--- src/design/utf8v_pkg.sv ---
`timescale 1ns / 1ps
`default_nettype none

package utf8v_pkg;

	localparam int unsigned BYTE_W  = 8;
	localparam int unsigned LEN_W   = 16;
	localparam int unsigned COUNT_W = 17;
	localparam int unsigned CP_W    = 21;
	localparam int unsigned PEND_W  = 2;
	localparam int unsigned SEQW_W  = 3;

	localparam logic [LEN_W-1:0]   MAX_BYTES_RESET = 16'hffff;
	localparam logic [LEN_W-1:0]   UNIT_MAX        = 16'hffff;
	localparam logic [COUNT_W-1:0] BYTE_COUNT_MAX  = 17'h1ffff;

	// Result codes.
	typedef enum logic [1:0] {
		STATUS_VALID    = 2'd0,
		STATUS_TOO_LONG = 2'd1,
		STATUS_NUL      = 2'd2,
		STATUS_BAD_UTF8 = 2'd3
	} status_t;

	// Sequence widths held while a multi-byte sequence is open.
	localparam logic [SEQW_W-1:0] SEQ_NONE = 3'd0;
	localparam logic [SEQW_W-1:0] SEQ_TWO  = 3'd2;
	localparam logic [SEQW_W-1:0] SEQ_THREE = 3'd3;
	localparam logic [SEQW_W-1:0] SEQ_FOUR = 3'd4;

	typedef struct packed {
		logic [PEND_W-1:0]  pending;
		logic [SEQW_W-1:0]  seq_width;
		logic [CP_W-1:0]    cp_acc;
		logic [LEN_W-1:0]   units;
		logic [COUNT_W-1:0] byte_count;
		logic               nul_seen;
		logic               bad;
	} text_state_t;

	localparam text_state_t TEXT_STATE_CLEAR = '0;

	typedef struct packed {
		status_t          status;
		logic [LEN_W-1:0] utf16_units;
	} result_t;

endpackage

`default_nettype wire

--- src/design/utf8v_channels.sv ---
`timescale 1ns / 1ps
`default_nettype none

interface utf8v_byte_if;
	logic       valid;
	logic       ready;
	logic [7:0] text_byte;
	logic       has_byte;
	logic       end_of_text;

	modport source (output valid, output text_byte, output has_byte, output end_of_text,
		input ready);
	modport sink (input valid, input text_byte, input has_byte, input end_of_text,
		output ready);
endinterface

interface utf8v_result_if;
	logic        valid;
	logic        ready;
	logic [1:0]  status;
	logic [15:0] utf16_units;

	modport source (output valid, output status, output utf16_units, input ready);
	modport sink (input valid, input status, input utf16_units, output ready);
endinterface

interface utf8v_cfg_if;
	logic        valid;
	logic        ready;
	logic [15:0] max_text_bytes;

	modport source (output valid, output max_text_bytes, input ready);
	modport sink (input valid, input max_text_bytes, output ready);
endinterface

`default_nettype wire

--- src/design/utf8v_step.sv ---
`timescale 1ns / 1ps
`default_nettype none

module utf8v_step
	import utf8v_pkg::*;
(
	input  wire text_state_t           cur,
	input  wire logic [BYTE_W-1:0]     text_byte,
	input  wire logic                  has_byte,
	input  wire logic                  end_of_text,
	input  wire logic [LEN_W-1:0]      max_text_bytes,
	output text_state_t                nxt,
	output result_t                    result
);

	text_state_t       st;
	logic [CP_W-1:0]   cp_ext;
	logic [1:0]        add_units;
	logic [LEN_W:0]    unit_sum;
	logic              too_long;

	always_comb begin
		st        = cur;
		add_units = 2'd0;
		cp_ext    = {cur.cp_acc[CP_W-7:0], text_byte[5:0]};

		if (has_byte) begin
			if (cur.byte_count != BYTE_COUNT_MAX) begin
				st.byte_count = cur.byte_count + COUNT_W'(1);
			end
			if (text_byte == '0) begin
				st.nul_seen = 1'b1;
			end
			if (!cur.bad) begin
				if (cur.pending == '0) begin
					if (text_byte[7] == 1'b0) begin
						add_units = 2'd1;
					end else if (text_byte >= 8'hc2 && text_byte <= 8'hdf) begin
						st.cp_acc    = CP_W'(text_byte[4:0]);
						st.seq_width = SEQ_TWO;
						st.pending   = 2'd1;
					end else if (text_byte >= 8'he0 && text_byte <= 8'hef) begin
						st.cp_acc    = CP_W'(text_byte[3:0]);
						st.seq_width = SEQ_THREE;
						st.pending   = 2'd2;
					end else if (text_byte >= 8'hf0 && text_byte <= 8'hf4) begin
						st.cp_acc    = CP_W'(text_byte[2:0]);
						st.seq_width = SEQ_FOUR;
						st.pending   = 2'd3;
					end else begin
						st.bad = 1'b1;
					end
				end else if (text_byte[7:6] != 2'b10) begin
					st.bad = 1'b1;
				end else begin
					st.cp_acc  = cp_ext;
					st.pending = cur.pending - PEND_W'(1);
					if (cur.pending == 2'd1) begin
						// sequence complete: reject overlong, surrogate, out of range
						if ((cur.seq_width == SEQ_TWO && cp_ext < 21'h80) ||
							(cur.seq_width == SEQ_THREE && cp_ext < 21'h800) ||
							(cur.seq_width == SEQ_FOUR && cp_ext < 21'h10000) ||
							(cp_ext >= 21'hd800 && cp_ext <= 21'hdfff) ||
							cp_ext > 21'h10ffff) begin
							st.bad = 1'b1;
						end else if (cp_ext > 21'hffff) begin
							add_units = 2'd2;
						end else begin
							add_units = 2'd1;
						end
					end
				end
			end
		end

		unit_sum = {1'b0, cur.units} + (LEN_W+1)'(add_units);
		st.units = unit_sum[LEN_W] ? UNIT_MAX : unit_sum[LEN_W-1:0];

		too_long = (st.byte_count > {1'b0, max_text_bytes}) || st.byte_count[LEN_W];

		result.utf16_units = '0;
		if (too_long) begin
			result.status = STATUS_TOO_LONG;
		end else if (st.nul_seen) begin
			result.status = STATUS_NUL;
		end else if (st.bad || st.pending != '0) begin
			// a truncated final sequence counts as bad encoding
			result.status = STATUS_BAD_UTF8;
		end else begin
			result.status      = STATUS_VALID;
			result.utf16_units = st.units;
		end

		nxt = end_of_text ? TEXT_STATE_CLEAR : st;
	end

endmodule

`default_nettype wire

--- src/design/utf8v_out_buf.sv ---
`timescale 1ns / 1ps
`default_nettype none

module utf8v_out_buf
	import utf8v_pkg::*;
(
	input  wire logic     clk,
	input  wire logic     arst_n,
	input  wire logic     push,
	input  wire result_t  push_data,
	output logic          can_push,
	utf8v_result_if.source result_out
);

	logic    out_valid_q;
	result_t out_data_q;
	logic    skid_valid_q;
	result_t skid_data_q;
	logic    out_free;

	assign out_free = !out_valid_q || result_out.ready;
	assign can_push = !skid_valid_q;

	always_ff @(posedge clk or negedge arst_n) begin
		if (!arst_n) begin
			out_valid_q  <= 1'b0;
			skid_valid_q <= 1'b0;
		end else if (out_free) begin
			if (skid_valid_q) begin
				out_valid_q  <= 1'b1;
				skid_valid_q <= 1'b0;
			end else begin
				out_valid_q <= push;
			end
		end else if (push) begin
			skid_valid_q <= 1'b1;
		end
	end

	// payload: advance skid into output, or park the new beat in skid
	always_ff @(posedge clk) begin
		if (out_free) begin
			out_data_q <= skid_valid_q ? skid_data_q : push_data;
		end else if (push) begin
			skid_data_q <= push_data;
		end
	end

	assign result_out.valid       = out_valid_q;
	assign result_out.status      = out_data_q.status;
	assign result_out.utf16_units = out_data_q.utf16_units;

endmodule

`default_nettype wire

--- src/design/utf8_text_validator.sv ---
`timescale 1ns / 1ps
`default_nettype none

// Channel      Dir  Payload                                   Beat
// text_in      in   text_byte[7:0], has_byte, end_of_text     one byte of text
// result_out   out  status[1:0], utf16_units[15:0]            one result per text
// cfg          in   max_text_bytes[15:0]                      length limit write
//
// One byte beat per cycle while text_in is ready; the single decode step between
// the text state register and the result buffer sets that rate.
// A text's result is registered into the output register, or the skid while stalled.
// Reset clears the text state, empties the result buffer and sets the limit to 65535.
// A stalled result_out holds up to two results (output plus skid); text_in
// drops ready only while both are full. cfg is always ready.

module utf8_text_validator
	import utf8v_pkg::*;
(
	input  wire logic      clk,
	input  wire logic      arst_n,
	utf8v_byte_if.sink     text_in,
	utf8v_result_if.source result_out,
	utf8v_cfg_if.sink      cfg
);

	text_state_t      state_q;
	text_state_t      state_nxt;
	result_t          result;
	logic [LEN_W-1:0] max_bytes_q;
	logic             can_push;
	logic             accept;

	// Take a byte beat whenever the result buffer has room for one more text end.
	assign text_in.ready = can_push;
	assign accept        = text_in.valid && can_push;
	assign cfg.ready     = 1'b1;

	// Length limit register.
	always_ff @(posedge clk or negedge arst_n) begin
		if (!arst_n) begin
			max_bytes_q <= MAX_BYTES_RESET;
		end else if (cfg.valid) begin
			max_bytes_q <= cfg.max_text_bytes;
		end
	end

	// Decode one beat against the running text state.
	utf8v_step u_step (
		.cur            (state_q),
		.text_byte      (text_in.text_byte),
		.has_byte       (text_in.has_byte),
		.end_of_text    (text_in.end_of_text),
		.max_text_bytes (max_bytes_q),
		.nxt            (state_nxt),
		.result         (result)
	);

	// Advance the text state on each accepted beat; an end beat clears it.
	always_ff @(posedge clk or negedge arst_n) begin
		if (!arst_n) begin
			state_q <= TEXT_STATE_CLEAR;
		end else if (accept) begin
			state_q <= state_nxt;
		end
	end

	// Result register with skid stage toward the consumer.
	utf8v_out_buf u_out_buf (
		.clk        (clk),
		.arst_n     (arst_n),
		.push       (accept && text_in.end_of_text),
		.push_data  (result),
		.can_push   (can_push),
		.result_out (result_out)
	);

endmodule

`default_nettype wire

--- src/flat_wrapper.sv ---
// flat-port wrapper written by rule: the top's interface ports become plain ports
module utf8_text_validator_flat import utf8v_pkg::*;
  (clk, arst_n, text_in_valid, text_in_text_byte, text_in_has_byte, text_in_end_of_text, text_in_ready, result_out_valid, result_out_status, result_out_utf16_units, result_out_ready, cfg_valid, cfg_max_text_bytes, cfg_ready);
  utf8v_byte_if text_in_i ();
  utf8v_result_if result_out_i ();
  utf8v_cfg_if cfg_i ();
  input  wire logic clk;
  input  wire logic arst_n;
  input wire logic [$bits(text_in_i.valid)-1:0] text_in_valid;
  input wire logic [$bits(text_in_i.text_byte)-1:0] text_in_text_byte;
  input wire logic [$bits(text_in_i.has_byte)-1:0] text_in_has_byte;
  input wire logic [$bits(text_in_i.end_of_text)-1:0] text_in_end_of_text;
  output wire logic [$bits(text_in_i.ready)-1:0] text_in_ready;
  output wire logic [$bits(result_out_i.valid)-1:0] result_out_valid;
  output wire logic [$bits(result_out_i.status)-1:0] result_out_status;
  output wire logic [$bits(result_out_i.utf16_units)-1:0] result_out_utf16_units;
  input wire logic [$bits(result_out_i.ready)-1:0] result_out_ready;
  input wire logic [$bits(cfg_i.valid)-1:0] cfg_valid;
  input wire logic [$bits(cfg_i.max_text_bytes)-1:0] cfg_max_text_bytes;
  output wire logic [$bits(cfg_i.ready)-1:0] cfg_ready;
  assign text_in_i.valid = text_in_valid;
  assign text_in_i.text_byte = text_in_text_byte;
  assign text_in_i.has_byte = text_in_has_byte;
  assign text_in_i.end_of_text = text_in_end_of_text;
  assign text_in_ready = text_in_i.ready;
  assign result_out_valid = result_out_i.valid;
  assign result_out_status = result_out_i.status;
  assign result_out_utf16_units = result_out_i.utf16_units;
  assign result_out_i.ready = result_out_ready;
  assign cfg_i.valid = cfg_valid;
  assign cfg_i.max_text_bytes = cfg_max_text_bytes;
  assign cfg_ready = cfg_i.ready;
  utf8_text_validator u_core (.clk(clk), .arst_n(arst_n), .text_in(text_in_i), .result_out(result_out_i), .cfg(cfg_i));
endmodule
--- config.mk ---
export PLATFORM = sky130hd
export DESIGN_NAME = utf8_text_validator_flat
export DESIGN_NICKNAME = d
export VERILOG_FILES = /design/src/design/utf8v_pkg.sv /design/src/design/utf8v_channels.sv /design/src/design/utf8v_step.sv /design/src/design/utf8v_out_buf.sv /design/src/design/utf8_text_validator.sv /design/src/flat_wrapper.sv
export SDC_FILE = /design/constraint.sdc
export NUM_CORES = 1
export LEC_CHECK = 0
export BUFFER_PORTS_ARGS = -buffer_cell sky130_fd_sc_hd__buf_4
export CAP_MARGIN = 20
export CORE_UTILIZATION = 50
export CTS_CLUSTER_DIAMETER = 200
export CTS_CLUSTER_SIZE = 10
export DETAILED_ROUTE_END_ITERATION = 10
export PLACE_DENSITY = 0.74
export SETUP_SLACK_MARGIN = 0.4
export SLEW_MARGIN = 20
export SYNTH_ARGS = -nofsm -noshare
export SYNTH_HDL_FRONTEND = slang
export SYNTH_SLANG_ARGS = --single-unit
--- constraint.sdc ---
create_clock -name clk -period 5.05 [get_ports clk]
set_input_delay 0.505 -clock clk [delete_from_list [all_inputs] [get_ports clk]]
set_output_delay 0.505 -clock clk [all_outputs]
set_load 0.1 [all_outputs]
==> impl_metrics.py, run 1 <==
metrics = {
    "run_status": {
        "status": "finished clean",
    },
    "routing": {
        "vias_per_cell": 5.99,
        "first_iter_violations": 395,
        "drcViolationCount": 0,
        "routed_wl_um": 13500,
        "first_pass_iters": 6,
        "dr_total_vias": 4887,
        "wire_per_inst_um": 16.6,
        "antenna_left": 0,
    },
    "timing": {
        "finalCritPeriodShare_pct": 84.9,
        "clock_skew_ns": 0.00708,
        "relSlewSlack_pct": 32.3,
        "hold_violations": 0,
        "fin_crit_ns": 4.29,
        "setup_violations": 0,
        "hold-worst-slack_ns": 0.283,
        "max_freq_mhz": 233,
        "rsz0062_at_grt": "no",
        "setup_tns_ns": 0,
        "tightest_slew_ns": 1.02,
        "report.final.slew_viol_count": 0,
        "worst_slack_ns": 0.764,
    },
    "die": {
        "dieArea_um2": 12700,
        "initial_utilization_pct": 51.2,
        "die_y_um": 113,
        "core_area_um2": 12000,
        "die_w_um": 113,
        "ioPinCount": 52,
        "core.rowCount": 40,
    },
    "flow_run": {
        "maxCapViolations": 0,
    },
    "yosys": {
        "synth-main-ff-cell": "dfrtp_1",
        "synth-seq-cells": 109,
        "syn_inst": 637,
        "synth-edff-count": 36,
        "seq_area_frac_synth_pct": 47.6,
        "netlist_area_um2": 6150,
        "ys_warn_count": 0,
        "syn-num-nets": 690,
        "async_flop_share_pct": 67.0,
        "avgSynthCellArea_um2": 9.65,
        "synth_cell_types": 67,
    },
    "critical_path": {
        "path_class": "flop to flop",
        "cp-start-kind": "flop",
        "crit_fanout": 35,
        "end_kind": "flop",
        "worstPathRequired_ns": 5.20,
        "worstPathArrival_ns": 4.44,
    },
    "global_routing": {
        "gr-total-overflow": 0,
        "antenna_found_initial": 0,
        "grt_pass1_vias": 4779,
        "grt_usage_pct": 22.8,
        "grt_max_degree": 74,
        "grt_pass1_wl_um": 23100,
    },
    "placed_design": {
        "dp.cells": 800,
        "numPortBuffers": 50,
        "dp_slack_ns": 0.757,
        "gp_congestion": 0.882,
        "place_area_um2": 6590,
        "dpl.hpwl_um": 9270,
    },
    "cells_and_area": {
        "num_antenna_cells": 0,
        "nFillCells": 1043,
        "drive_above_1_share_pct": 16.1,
        "multi_input_area_um2": 2960,
        "finish.utilization_pct": 57.4,
        "nets": 717,
        "syn2layout_area_growth_pct": 12.1,
        "instances_no_fill": 816,
        "seq_area_um2": 2930,
        "fin_area_um2": 6900,
    },
    "clocking": {
        "clock_sinks": 109,
        "post-cts-setup-buffer-count": 0,
        "root_buffer": "clkbuf_16",
        "ctsLongestPathBuffers": 2,
        "clk_latency_ns": 0.36,
        "numCtsBuffers": 9,
        "cts_tree": "done",
        "cts-htree-levels": 3,
        "clkSlewWorstSetupHoldPaths_ns": 0.07,
    },
    "power_and_ir_drop": {
        "leakage_nw": 2.89,
        "cellPowerDensity_nw_per_um2": 326,
        "irDropWorstVdd_v": 0.000160,
        "power_mw": 2.25,
    },
    "worst_hold_path": {
        "worstHoldPathType": "primary input to async pin",
    },
}
==> Yosys cell counts, drive strengths merged, types with 3 or more instances <==
master | n | share of area (%)
inv | 26 | 1.6
ha | 21 | 4.3
or3 | 6 | 0.61
dfstp | 16 | 6.8
a41oi | 3 | 0.43
edfxtp | 36 | 18
o22ai | 3 | 0.31
nand3b | 3 | 0.37
a31oi | 5 | 0.51
o211ai | 3 | 0.37
nor2b | 7 | 0.71
clkbuf | 30 | 1.8
and3 | 10 | 1.0
o21bai | 3 | 0.37
nand3 | 16 | 1.4
a22o | 7 | 1.0
nor3 | 21 | 1.7
nor4 | 7 | 1.1
dfrtp | 57 | 23
nor3b | 6 | 0.73
xnor2 | 19 | 2.7
a31o | 5 | 0.71
o21a | 4 | 0.49
nor2 | 28 | 1.7
xor2 | 6 | 0.85
o41ai | 13 | 3.0
nand4 | 13 | 1.3
buf | 11 | 1.0
mux2 | 4 | 0.73
a21oi | 29 | 2.4
nand2b | 6 | 0.61
o31ai | 32 | 4.0
o21ai | 64 | 5.2
nand2 | 88 | 5.4
a21o | 4 | 0.49
==> worst max-delay path, cell delays in order, from the launching register on <==
cell	delay (ns)
dfrtp_1	0.44
ha_1	0.28
nand4_1	0.19
o41ai_2	0.11
buf_4	0.18
nor4_2	0.58
nand3_1	0.23
xnor2_1	0.20
ha_1	0.29
nand4_1	0.17
nor4_1	0.34
a21oi_1	0.11
a21oi_1	0.25
nor2_2	0.05
buf_4	0.28
o41ai_2	0.38
==> worst paths after layout <==
path,startpoint,cells past startpoint,endpoint,slack [ns]
max,u_core.state_q[2],15,u_core.u_out_buf.result_out.utf16_units[15],0.76
min,arst_n,1,u_core.state_q[28],0.28
max in group asynchronous,arst_n,1,u_core.u_out_buf.skid_valid_q,4.12
max reg2reg,u_core.state_q[2],15,u_core.u_out_buf.result_out.utf16_units[15],0.76
min reg2reg,u_core.state_q[35],2,u_core.state_q[35],0.50
min in group clk,cfg_max_text_bytes[9],3,u_core.max_bytes_q[9],0.35
==> logic make-up after synthesis <==
| logic type | after synthesis | share of synthesized area (%) |
|---|---|---|
| AOI/OAI and AO/OA | 184 | 20.4 |
| xor gates and xnor gates | 25 | 3.56 |
| adders and majority gates | 22 | 4.60 |
| buffers and inverters | 68 | 4.50 |
| DFF | 109 | 47.6 |
| muxes | 4 | 0.732 |
| other | 1 | 0.0610 |
| and+or+nand+nor | 224 | 18.5 |
==> flip-flops by register name, summed over array words and instances, names as in the netlist <==
signal,flops
u_core.u_out_buf.result_out.valid,1
u_core.u_out_buf.skid_valid_q,1
u_core.u_out_buf.result_out.status,2
u_core.u_out_buf.skid_data_q,18
u_core.state_q,55
u_core.u_out_buf.result_out.utf16_units,16
u_core.max_bytes_q,16
==> power by group <==
part	internal (mW)	leakage [nW]	switching [mW]
registers	0.980	1.31	0.0229
logic	0.134	1.43	0.402
clock network	0.386	0.147	0.325
==> cell usage in the layout (no fill, tap or decap), types with 5 or more instances in the layout <==
cell type / n
nand2_1: 88
buf_4: 57
dfrtp_1: 57
o21ai_0: 51
edfxtp_1: 36
o31ai_1: 31
a21oi_1: 29
nor2_1: 27
inv_1: 25
ha_1: 21
xnor2_1: 19
nor3_1: 19
dfstp_2: 16
nand3_1: 15
nand4_1: 13
o21ai_1: 13
and3_1: 10
o41ai_2: 10
clkbuf_16: 9
nor2b_1: 7
a22o_1: 7
or3_1: 6
xor2_1: 6
nand2b_1: 6
nor3b_1: 6
nor4_1: 5
a31o_1: 5
a31oi_1: 5
==> final cells by class <==
| cell class | instances | share of cell area (%) |
|---|---|---|
| clock buffer | 10 | 3.32 |
| clock inverter | 6 | 0.907 |
| inverter | 27 | 1.47 |
| multi-input combinational | 460 | 43.0 |
| sequential | 109 | 42.5 |
| tap | 147 | 2.67 |
| timing repair buffer | 57 | 6.21 |
==> routing by layer <==
| layer | wire length (µm) | GRT usage, % | share of wire, % | up-vias |
|---|---|---|---|---|
| li1 | - | - | - | 2395 |
| met1 | 6380 | 30.9 | 47 | 2357 |
| met2 | 6290 | 36.1 | 46 | 114 |
| met3 | 643 | 4.23 | 4.7 | 21 |
| met4 | 227 | 9.65 | 1.7 | 0 |
| met5 | 0 | 0 | 0 | - |
==> what timing repair did <==
| item | in CTS | in global routing |
|---|---|---|
| gates resized for setup | 0 | 2 |
| setup endpoints to repair | 0 | 13 |
| hold buffers | 0 | 0 |
No activity file was read; power rests on OpenSTA's default activity.
==> inputs of run 2 (changes only) <==
- clock period: 5.05 -> 4.05 ns (I/O delays scaled with it)
==> impl_metrics.py, run 2 (same netlist as run 1, synthesis figures left out) <==
metrics = {
    "timing": {
        "setup_tns_ns": 0,
        "report.final.slew_viol_count": 0,
        "relSlewSlack_pct": 35.3,
        "clock_skew_ns": 0.0104,
        "max_freq_mhz": 269,
        "setup_violations": 0,
        "rsz0062_at_grt": "yes",
        "tightest_slew_ns": 0.958,
        "hold-worst-slack_ns": 0.194,
        "finalCritPeriodShare_pct": 92.0,
        "hold_violations": 0,
        "fin_crit_ns": 3.72,
    },
    "routing": {
        "vias_per_cell": 6.10,
        "dr_total_vias": 5184,
        "wire_per_inst_um": 17.6,
        "routed_wl_um": 14900,
        "antenna_left": 0,
        "drcViolationCount": 0,
        "first_pass_iters": 5,
        "first_iter_violations": 488,
    },
    "critical_path": {
        "slowest_stage": "dfrtp_1",
        "crit_fanout": 9,
        "crit_family": "compound AO/OA/AOI/OAI gates",
        "path_buf_inv": 5,
        "critical_path_depth": 17,
        "end_kind": "flop",
        "cp_cell_sequence": "ha_4 -> nand4_1 -> o41ai_4 -> buf_4 -> buf_12 -> nor3_4 -> buf_6 -> nand3_4 -> xnor2_2 -> ha_1 -> a211oi_2 -> o211ai_1 -> nor4_2 -> buf_4 -> nor2_4 -> clkbuf_16 -> o41ai_2",
        "reg2regPathDepth": 17,
        "cp_slowest_stage_delay_ns": 0.40,
        "worstPathArrival_ns": 3.90,
        "worstPathRequired_ns": 4.22,
        "cpMostUsedCell": "buf_4",
        "cp-start-kind": "flop",
        "path_class": "flop to flop",
    },
    "global_routing": {
        "antenna_found_initial": 0,
        "gr-total-overflow": 0,
        "grt_pass1_vias": 5045,
        "grt_max_degree": 74,
        "grt_usage_pct": 23.8,
        "grt_pass1_wl_um": 24100,
    },
    "cells_and_area": {
        "final_cell_mix": "nand2_1 (88), buf_4 (84), dfrtp_1 (52)",
        "largest_reg_flops": 55,
        "largest-register": "u_core.state_q",
        "num_antenna_cells": 0,
        "reg_top3": "u_core.state_q: 55 flops, u_core.u_out_buf.skid_data_q: 18 flops",
        "finish.utilization_pct": 62.3,
        "instances_no_fill": 850,
        "nets": 751,
        "final_common_cell": "nand2_1",
        "drive_above_1_share_pct": 25.5,
        "syn2layout_area_growth_pct": 21.7,
    },
    "clocking": {
        "clock_sinks": 109,
        "cts-htree-levels": 3,
        "cts_tree": "done",
        "clkSlewWorstSetupHoldPaths_ns": 0.08,
        "root_buffer": "clkbuf_16",
        "holdBufCountCts": 0,
        "numCtsBuffers": 9,
        "ctsLongestPathBuffers": 2,
        "clk_latency_ns": 0.37,
    },
    "power_and_ir_drop": {
        "leakage_nw": 3.16,
        "pwr-share-clk_pct": 32.8,
        "power_switching_share_pct": 34.5,
        "p_sw_mw": 1.02,
        "irDropWorstVdd_v": 0.000262,
        "cellPowerDensity_nw_per_um2": 395,
        "intPower_mw": 1.93,
        "pwr-share-comb_pct": 24.9,
        "power_mw": 2.95,
        "p_seq_share_pct": 42.4,
    },
    "placed_design": {
        "gp_congestion": 0.808,
        "dp.cells": 809,
        "numPortBuffers": 50,
        "dpl.hpwl_um": 9510,
    },
    "die": {
        "die_w_um": 113,
        "core_area_um2": 12000,
        "core.rowCount": 40,
        "die_y_um": 113,
        "initial_utilization_pct": 51.2,
        "dieArea_um2": 12700,
        "ioPinCount": 52,
    },
    "worst_hold_path": {
        "worstHoldPathType": "primary input to async pin",
    },
    "flow_run": {
        "maxCapViolations": 0,
    },
    "run_status": {
        "status": "finished clean",
    },
}
run 2: power groups by stage:
| stage | combinational (mW) | clock, mW | sequential (mW) |
|---|---|---|---|
| 6_report | 0.735 | 0.967 | 1.25 |
| 5_1_grt | 0.787 | 1.01 | 1.26 |
| 4_1_cts | 0.701 | 0.977 | 1.25 |
| 3_5_place_dp | 0.680 | 0 | 1.27 |
| 3_3_place_gp | 0.666 | 0 | 1.27 |
| 2_1_floorplan | 0.313 | 0 | 1.47 |
run 2: layout make-up:
cell class,instances,area (µm²)
clock buffer,9,225
clock inverter,7,100
fill,968,4530
inverter,27,101
multi-input combinational,460,3190
sequential,109,2930
tap,147,184
timing repair buffer,91,754
run 2: timing repair:
action	CTS	global route
pin swaps	5	22
gates cloned	0	3
endpoints found under the setup margin	48	45
endpoints found under the hold margin	0	0
setup buffers	13	9
gates resized for setup	15	34
run 2: path summary, 6_finish.rpt:
kind,slack (ns),endpoint,from
max,0.33,u_core.u_out_buf.result_out.utf16_units[0],u_core.state_q[2]
min,0.19,u_core.state_q[31],arst_n
max reg2reg,0.33,u_core.u_out_buf.result_out.utf16_units[0],u_core.state_q[2]
min reg2reg,0.50,u_core.state_q[35],u_core.state_q[35]
max in group asynchronous,3.18,u_core.state_q[4],arst_n
min in group clk,0.25,u_core.max_bytes_q[9],cfg_max_text_bytes[9]
run 2: metal layers:
layer / vias up / share of wire, % / track usage [%] / wire (µm)
met1: 2538 / 45 / 31.8 / 6690
met3: 23 / 5.1 / 4.28 / 761
met2: 176 / 48 / 39.1 / 7200
met4: 0 / 1.9 / 8.68 / 286
li1: 2447 / - / - / -
met5: - / 0 / 0 / 0
run 2: metrics by stage:
stage          setup slack (ns)  cell area [µm²]
4_1_cts                   0.401             7200
5_1_grt                   0.115             7490
6_report                  0.326             7490
3_5_place_dp            -0.0164             6690
3_3_place_gp              0.103             6690
2_1_floorplan             0.415             6170
==> inputs of run 3 (changes only) <==
- SETUP_SLACK_MARGIN: 0.4 -> 0.02
==> impl_metrics.py, run 3 (same netlist as run 1, synthesis figures left out) <==
metrics = {
    "run_status": {
        "status": "finished clean",
    },
    "placed_design": {
        "place_area_um2": 6690,
        "dpl.hpwl_um": 9300,
        "numPortBuffers": 50,
        "gp_congestion": 0.852,
        "dp.cells": 811,
    },
    "cells_and_area": {
        "drive_above_1_share_pct": 18.4,
        "nets": 729,
        "final_common_cell": "nand2_1",
        "largest_reg_flops": 55,
        "final_cell_mix": "nand2_1 (88), buf_4 (68), dfrtp_1 (57)",
        "num_antenna_cells": 0,
        "fin_area_um2": 7100,
        "reg_top3": "u_core.state_q: 55 flops, u_core.u_out_buf.skid_data_q: 18 flops",
        "finish.utilization_pct": 59.1,
        "largest-register": "u_core.state_q",
        "syn2layout_area_growth_pct": 15.4,
        "instances_no_fill": 828,
    },
    "global_routing": {
        "grt_pass1_vias": 4723,
        "grt_usage_pct": 23.1,
        "gr-total-overflow": 0,
        "grt_max_degree": 74,
        "antenna_found_initial": 0,
        "grt_pass1_wl_um": 23300,
    },
    "clocking": {
        "cts-htree-levels": 3,
        "clk_latency_ns": 0.36,
        "ctsLongestPathBuffers": 2,
        "holdBufCountCts": 0,
        "cts_tree": "done",
        "clkSlewWorstSetupHoldPaths_ns": 0.07,
        "clock_sinks": 109,
        "root_buffer": "clkbuf_16",
        "numCtsBuffers": 9,
    },
    "power_and_ir_drop": {
        "p_seq_share_pct": 42.9,
        "pwr-share-clk_pct": 33.5,
        "power_mw": 2.91,
        "power_switching_share_pct": 33.0,
        "irDropWorstVdd_v": 0.000275,
        "cellPowerDensity_nw_per_um2": 411,
        "intPower_mw": 1.95,
        "leakage_nw": 3.00,
        "p_sw_mw": 0.962,
        "pwr-share-comb_pct": 23.5,
    },
    "critical_path": {
        "cp_cell_sequence": "ha_1 -> nand4_1 -> o41ai_4 -> buf_4 -> nor4_4 -> nand3_1 -> xnor2_1 -> ha_1 -> nand4_1 -> nor4_1 -> a21oi_1 -> a21oi_1 -> nor2_2 -> buf_12 -> o41ai_1",
        "end_kind": "flop",
        "cp-start-kind": "flop",
        "path_class": "flop to flop",
        "worstPathRequired_ns": 4.22,
        "cp_slowest_stage_delay_ns": 0.43,
        "worstPathArrival_ns": 3.98,
        "crit_fanout": 35,
        "slowest_stage": "dfrtp_1",
    },
    "timing": {
        "hold-worst-slack_ns": 0.179,
        "report.final.slew_viol_count": 0,
        "setup_violations": 0,
        "rsz0062_at_grt": "no",
        "fin_crit_ns": 3.81,
        "max_freq_mhz": 262,
        "hold_violations": 0,
        "tightest_slew_ns": 0.983,
        "clock_skew_ns": 0.00912,
        "relSlewSlack_pct": 34.5,
        "finalCritPeriodShare_pct": 94.2,
    },
    "die": {
        "initial_utilization_pct": 51.2,
        "die_y_um": 113,
        "ioPinCount": 52,
        "core_area_um2": 12000,
        "core.rowCount": 40,
        "dieArea_um2": 12700,
        "die_w_um": 113,
    },
    "routing": {
        "wire_per_inst_um": 16.6,
        "first_iter_violations": 356,
        "first_pass_iters": 5,
        "drcViolationCount": 0,
        "dr_total_vias": 4979,
        "vias_per_cell": 6.01,
        "routed_wl_um": 13700,
        "antenna_left": 0,
    },
    "flow_run": {
        "maxCapViolations": 0,
    },
    "worst_hold_path": {
        "worstHoldPathType": "primary input to async pin",
    },
}
[run 3: cell type report]
class	count	area, µm²
fill	1023	4910
multi-input combinational	460	3030
sequential	109	2930
timing repair buffer	69	531
clock buffer	10	229
tap	147	184
inverter	27	101
clock inverter	6	95.1
[run 3: critical path: cells and delay by family (launching register included)]
kind,cells,cell delay (ns)
XOR/XNOR,1,0.17
AO/OA/AOI/OAI,4,0.80
adder cells (fa/ha/maj),2,0.56
flip-flops,1,0.43
buffers and inverters,2,0.34
AND/OR/NAND/NOR,6,1.31
[run 3: path summary, 6_finish.rpt]
kind                                                              end  cells after the start  slack, ns                    from
min                                                u_core.state_q[33]                      1       0.18                  arst_n
max in group asynchronous                          u_core.state_q[17]                      1       3.21                  arst_n
min reg2reg                                        u_core.state_q[35]                      2       0.50      u_core.state_q[35]
max reg2reg                u_core.u_out_buf.result_out.utf16_units[0]                     15       0.24       u_core.state_q[2]
min in group clk                               u_core.max_bytes_q[15]                      3       0.24  cfg_max_text_bytes[15]
max                        u_core.u_out_buf.result_out.utf16_units[0]                     15       0.24       u_core.state_q[2]
[run 3: metal layers]
layer,global-route usage (%),up-vias,routed length (µm)
li1,-,2412,-
met1,32.3,2397,6410
met2,36.5,151,6410
met3,4.07,19,719
met4,7.89,0,206
met5,0,-,0
[run 3: power groups by stage]
stage / Sequential (mW) / Combinational [mW] / Clock [mW]
finish: 1.25 / 0.686 / 0.977
global route: 1.26 / 0.737 / 1.03
CTS: 1.25 / 0.678 / 0.984
floorplan: 1.47 / 0.309 / 0
global placement: 1.27 / 0.664 / 0
detailed placement: 1.27 / 0.675 / 0
[run 3: repair_timing]
item,CTS,global route
resized for setup,3,8
pin swaps,0,1
setup buffers,0,1
endpoints found under the setup margin,8,35
gates cloned,0,0
[run 3: per-stage QoR]
step           setup slack, ns  TNS (ns)
2_1_floorplan            0.274         0
3_3_place_gp            0.0903         0
3_5_place_dp           -0.0705   -0.0705
4_1_cts                 0.0634         0
5_1_grt                 0.0252         0
6_report                 0.235         0
